### config.mk
export PLATFORM = sky130hd
export DESIGN_NAME = ppqd_alu
export DESIGN_NICKNAME = d
export VERILOG_FILES = /design/src/hw/rtl/priority_packet_queue_dispatch_unit_assert.svh /design/src/hw/rtl/ppqd_pkg.sv /design/src/hw/rtl/ppqd_alu.sv
export SDC_FILE = /design/constraint.sdc
export NUM_CORES = 1
export LEC_CHECK = 0
export ABC_CLOCK_PERIOD_IN_PS = 6600
export BUFFER_PORTS_ARGS = -buffer_cell sky130_fd_sc_hd__buf_2
export CORE_MARGIN = 5
export CORE_UTILIZATION = 45
export DETAILED_ROUTE_END_ITERATION = 16
export PLACE_DENSITY = 0.81
export SYNTH_ARGS = -nofsm -noshare
export SYNTH_HDL_FRONTEND = slang
export SYNTH_SLANG_ARGS = --single-unit
export TNS_END_PERCENT = 30
### constraint.sdc
create_clock -name vclk -period 6.6
set_input_delay 0.99 -clock vclk [all_inputs]
set_output_delay 0.99 -clock vclk [all_outputs]
set_load 0.02 [all_outputs]
### src/hw/rtl/priority_packet_queue_dispatch_unit_assert.svh
// Assertion macros shared by the priority packet queue dispatch unit RTL.
`ifndef PRIORITY_PACKET_QUEUE_DISPATCH_UNIT_ASSERT_SVH
`define PRIORITY_PACKET_QUEUE_DISPATCH_UNIT_ASSERT_SVH

// Condition implies expression in the same cycle.
`define PPQD_ASSERT_SAME(label, clk, rst, cond, expr, msg) \
   label: assert property (@(posedge clk) disable iff (rst) (cond) |-> (expr)) \
      else $error(msg);

// Condition implies expression in the next cycle.
`define PPQD_ASSERT_NEXT(label, clk, rst, cond, expr, msg) \
   label: assert property (@(posedge clk) disable iff (rst) (cond) |=> (expr)) \
      else $error(msg);

`endif

### src/hw/rtl/ppqd_pkg.sv
// Package: types and constants of the priority packet queue dispatch unit.
`default_nettype none
package ppqd_pkg;

   localparam int TIME_BITS  = 16;
   localparam int CLK_BITS   = 32;
   localparam int LEVELS     = 4;
   localparam int LVL_BITS   = 2;
   localparam int PRIO_BITS  = 3;
   localparam int ENTRY_BITS = 2 * TIME_BITS;

   localparam logic ACT_INSERT   = 1'b0;
   localparam logic ACT_DISPATCH = 1'b1;

   localparam logic [PRIO_BITS-1:0] PRIO_MIN = 3'd1;
   localparam logic [PRIO_BITS-1:0] PRIO_MAX = 3'd4;

   typedef enum logic [1:0] {
      ST_INSERTED   = 2'd0,
      ST_DISPATCHED = 2'd1,
      ST_FULL       = 2'd2,
      ST_EMPTY      = 2'd3
   } status_type;

   typedef struct packed {
      logic sub;   // a - b instead of a + b
      logic sat;   // clamp to all ones on carry out of an add
   } alu_ctl_type;

endpackage
`default_nettype wire

### src/hw/rtl/ppqd_alu.sv
// Shared 32-bit add/subtract unit with optional saturation and carry/borrow flag.
`default_nettype none
module ppqd_alu (
   input  wire ppqd_pkg::alu_ctl_type ctl,
   input  wire logic [31:0]           op_a,
   input  wire logic [31:0]           op_b,
   output logic      [31:0]           result,
   output logic                       flag
);
   import ppqd_pkg::*;

   logic [32:0] full_sum;

   always_comb begin
      if (ctl.sub) begin
         full_sum = {1'b0, op_a} - {1'b0, op_b};
      end else begin
         full_sum = {1'b0, op_a} + {1'b0, op_b};
      end
      flag = full_sum[32];
      if (ctl.sat && !ctl.sub && full_sum[32]) begin
         result = '1;
      end else begin
         result = full_sum[31:0];
      end
   end

endmodule
`default_nettype wire

# Word level (Yosys, flattened, before mapping)
# Cells that the tools add are included.
[op_classes]
bitwise = 0
div = 0
n_eq_ne = 0
n_mux = 2
reduce_logical = 3
shift = 0
n_lt_le_gt_ge = 0
mul = 0
n_addsub = 2
[op_table]
columns = ["operator", "count"]
rows = [
  ["adder 32 x 32 -> 33 bit", 1],
  ["2-to-1 mux 33 bit", 1],
  ["subtractor 32 x 32 -> 33 bit", 1],
  ["2-to-1 mux 32 bit", 1],
  ["logical AND 1 bit", 2],
  ["logical NOT 1 bit", 1],
]
[word_totals]
latch_bits = 0
ff_bits = 0
memories = 0
mem_bits_ro = 0
inputBits = 66
word_cells = 7
ram_bits = 0
output_inout_bits = 33

# Longest topological paths before layout
[logic_depth]
depth_word = 4
ltp_mapped = 18

# Worst setup path before layout
# OpenSTA, ideal clock, no wires.
[synth_timing]
path_type = "input to output"
startpoint = "in op_b[16]"
endpoint = "out result[1]"
t_required_ps = 5610
path_slack_ps = 1496
cell_stages = 15
n_path_buf = 1
t_arrival_ps = 4114
cell_sequence = "nor4_1 nand4bb_4 nor2_1 nand3_1 nor3_1 nor2_1 xnor2_1 ha_1 clkbuf_1 and3_1 nor2b_1 o211ai_1 a21oi_1 mux2i_1 or3_2"
[synth_between]
elab_chain_cells = 4
[synth_lines]
columns = ["element", "line_no", "text"]
rows = [
  ["start: declaration", "ppqd_alu.sv:6", "input wire logic [31:0] op_b,"],
  ["adder 32 x 32 -> 33 bit / subtractor 32 x 32 -> 33 bit (equally long branches)", "ppqd_alu.sv:18, ppqd_alu.sv:16", ""],
  ["2-to-1 mux 33 bit (*)", "ppqd_alu.sv:15", "if (ctl.sub) begin"],
  ["logical AND 1 bit (*)", "ppqd_alu.sv:21", "if (ctl.sat && !ctl.sub && full_sum[32]) begin"],
  ["2-to-1 mux 32 bit (*)", "ppqd_alu.sv:21", ""],
  ["end: declaration", "ppqd_alu.sv:7", "output logic [31:0] result,"],
]
# Mark *: on every way between the ends. The rest lies on a longest branch, timed or not.

# Worst setup path after layout
[layout_timing]
startpoint = "in op_b[6]"
endpoint = "out result[31]"
[layout_between]
elab_chain_cells = 4
[layout_lines]
columns = ["element", "line_no"]
rows = [
  ["adder 32 x 32 -> 33 bit / subtractor 32 x 32 -> 33 bit (equally long branches)", "ppqd_alu.sv:18, ppqd_alu.sv:16"],
  ["2-to-1 mux 33 bit (*)", "ppqd_alu.sv:15"],
  ["logical AND 1 bit", "ppqd_alu.sv:21"],
  ["2-to-1 mux 32 bit (*)", "ppqd_alu.sv:21"],
]
# Marks and branches as above.

==> summary.md <==
| Metric | Value |
|---|---|
| Final worst setup slack | 0.590 ns |
| Vias in the first global route | 3063 |
| Final Hold Viols | 0 |
| Avg Cell Area, Syn | 6.92 µm² |
| Residual DRC | 0 |
| Vias per cell | 5.67 |
| Post-DP Area | 0.00335 mm² |
| Post-Syn Nets | 507 |
| Crit-path slowest cell | nor2b_1 |
| Cts repair resizes | 0 |
| Finished Cell Area | 0.00335 mm² |
| Slowest stage delay, CP | 0.56 ns |
| Starting density of the core | 0.470 |
| Total track usage | 0.206 |
| # clk buffers | 0 |
| Leak Pwr | 1.59 nW |
| Tcrit/Tclk final | 0.911 |
| Delay-heaviest family, CP | simple AND/OR/NAND/NOR gates |
| Cell Rows | 28 |
| Post-Place Worst Slack | 0.635 ns |
| Drt first-iter violations | 117 |
| Bufs and invs on worst path | 3 |
| Slew @ Worst Pin | 0.984 ns |
| Reg area | 0 µm² |
| Synth Cell Area | 0.00282 mm² |
| Setup bufs post-CTS | 0 |
| Vias | 3223 |
| First-pass GRT wire length | 13700 µm |
| GRT overflow | 0 |
| Area Growth Syn to Fin | 18.8% |
| Tot Pwr | 0.554 mW |
| Initial DRT Pass Iterations | 4 |
| Chip Width | 89.1 µm |
| Largest net degree at the start of global routing | 34 |
| Cell variety after synth | 60 |
| Minimum clock period | 6.01 ns |
| Core area | 0.00599 mm² |
| Synth Instances | 407 |
| Final ANT Viol Nets | 0 |
| CP Capture Type | primary output |
| Max-cap check violation count | 0 |
| Critical path required time | 5.61 ns |
| Nets@finish | 595 |
| Yosys Warn Count | 0 |
| Avg WL per Cell | 14.9 µm |
| DIE AREA | 0.00794 mm² |
| Initial antenna violation count | 0 |
| Sequential-to-total area share from yosys stat | 0 |
| Power per Cell Area | 166 mW/mm² |
| Crit path arrival time | 5.02 ns |
| Num ports | 99 |
| Max Freq | 166 MHz |
| CTS Hold Bufs | 0 |
| Max-slew violations | 0 |
| Crit Path Class | in2out |
| Slew margin rel. | 0.327 |
| Setup TNS | 0 ns |
| VDD IR max | 0.000102 V |
| Final RePlAce weighted congestion | 0.926 |
| Startpoint Class | input pin |
| DP HPWL | 7270 µm |
| IO Port Bufs | 99 |
| RSZ-0062 raised after global routing | false |
| Antenna cell count | 0 |
| Routed wire length | 8460 µm |
| CP cell instances | buf_2 -> nor4_1 -> nor2b_1 -> nand3_1 -> nor3_1 -> nor2_1 -> xnor2_1 -> ha_1 -> and3_1 -> nor2b_1 -> o211ai_1 -> a21oi_1 -> mux2i_1 -> nor2_4 -> buf_4 -> a21bo_1 -> buf_2 |
| Share of layout cells above drive strength 1 | 0.288 |
| Outcome | complete, no violations |
| Crit Path Max Fanout | 16 |
| Final setup fails | 0 |
| FFs & Latches | 0 |
| Hold/Removal Path Class | in2out |
| Die H | 89.1 µm |
[worst min-delay path, stage by stage]
cell     delay (ns)
buf_2          0.10
ha_1           0.13
nand2_2        0.04
buf_2          0.15
[cell type report]
| cell class | instances | area [µm²] |
|---|---|---|
| repair buffers | 101 | 510 |
| multi-input cells | 371 | 2660 |
| fillers | 596 | 2640 |
| well taps | 75 | 93.8 |
| inverters | 21 | 78.8 |
[stage by stage]
stage / utilization / instances / hold WS [ns]
finish: 0.559 / 568 / 2.40
CTS: 0.559 / 568 / 2.41
floorplan: - / 407 / 2.17
global route: 0.559 / 568 / 2.44
detailed placement: 0.559 / 568 / 2.41
global placement: 0.559 / 568 / 2.39
[cells in the final DEF (no fill, tap or decap), types with 2 or more instances in the layout]
cell / n
o21a_1: 6
nand2_1: 18
o21ai_2: 5
buf_2: 99
nor4_1: 4
o211ai_1: 6
o2111ai_1: 2
and2_1: 4
buf_4: 2
o21ai_0: 14
nand3_1: 7
ha_1: 33
nand4_1: 4
nor2b_1: 5
a21o_1: 17
nor2_1: 38
nor3b_1: 2
nor3_1: 12
or3_1: 2
inv_1: 21
xor2_1: 14
a21boi_0: 2
o211a_1: 3
nand2_2: 25
o21bai_1: 8
nand2b_1: 4
xnor2_1: 41
o2111a_1: 2
and3_1: 3
a31oi_1: 8
mux2i_1: 3
a211oi_1: 7
a2111oi_0: 2
a21oi_1: 44
[path summary, 6_finish.rpt]
check | startpoint | end | slack, ns | cells past startpoint
setup / recovery | op_b[6] | result[31] | 0.59 | 17
hold / removal | op_b[0] | result[0] | 2.40 | 4
[report_power, final]
| group | internal, mW | leakage, nW | switching (mW) |
|---|---|---|---|
| Sequential | 0 | 0 | 0 |
| Clock | 0 | 0 | 0 |
| Combinational | 0.219 | 1.59 | 0.335 |
| Total | 0.219 | 1.59 | 0.335 |
[per-layer routing]
metal	vias to the layer above	track usage	routed length (µm)
met5	-	0	0
met4	0	0.0298	68
met3	8	0.0221	609
met2	101	0.355	4010
met1	1456	0.281	3770
li1	1658	-	-
[Yosys cell counts (2+ instances only)]
cell | number | area share
xnor2_1 | 41 | 0.13
mux2i_1 | 3 | 0.011
o2111ai_1 | 2 | 0.0062
a21o_1 | 17 | 0.045
xor2_1 | 14 | 0.044
clkbuf_1 | 12 | 0.016
a31oi_1 | 8 | 0.018
nor2_1 | 38 | 0.051
buf_6 | 3 | 0.012
nor3b_1 | 2 | 0.0053
a21oi_1 | 44 | 0.078
inv_1 | 21 | 0.028
nor3_1 | 12 | 0.021
o21a_1 | 6 | 0.016
a2111oi_0 | 2 | 0.0062
nand2_1 | 18 | 0.024
o21bai_1 | 8 | 0.021
o2111a_1 | 2 | 0.0080
or3_1 | 2 | 0.0044
a21boi_0 | 2 | 0.0053
nand3_1 | 7 | 0.012
o21ai_0 | 14 | 0.025
nor4_1 | 4 | 0.0089
nand2_2 | 25 | 0.056
and2_1 | 4 | 0.0089
and3_1 | 3 | 0.0067
o211a_1 | 3 | 0.011
nand2b_1 | 4 | 0.0089
o21ai_2 | 5 | 0.016
ha_1 | 33 | 0.15
o211ai_1 | 6 | 0.016
nor2b_1 | 5 | 0.011
nand4_1 | 4 | 0.0089
a211oi_1 | 7 | 0.019
[kinds of logic after synthesis]
kind of cell / count (synthesis) / synth area share
fa+ha+maj: 34 / 0.154
xor+xnor: 55 / 0.171
simple gates: 142 / 0.282
compound gates: 137 / 0.327
buf+inv: 36 / 0.0560
mux: 3 / 0.0107
Power figures use the tool's default switching activity.
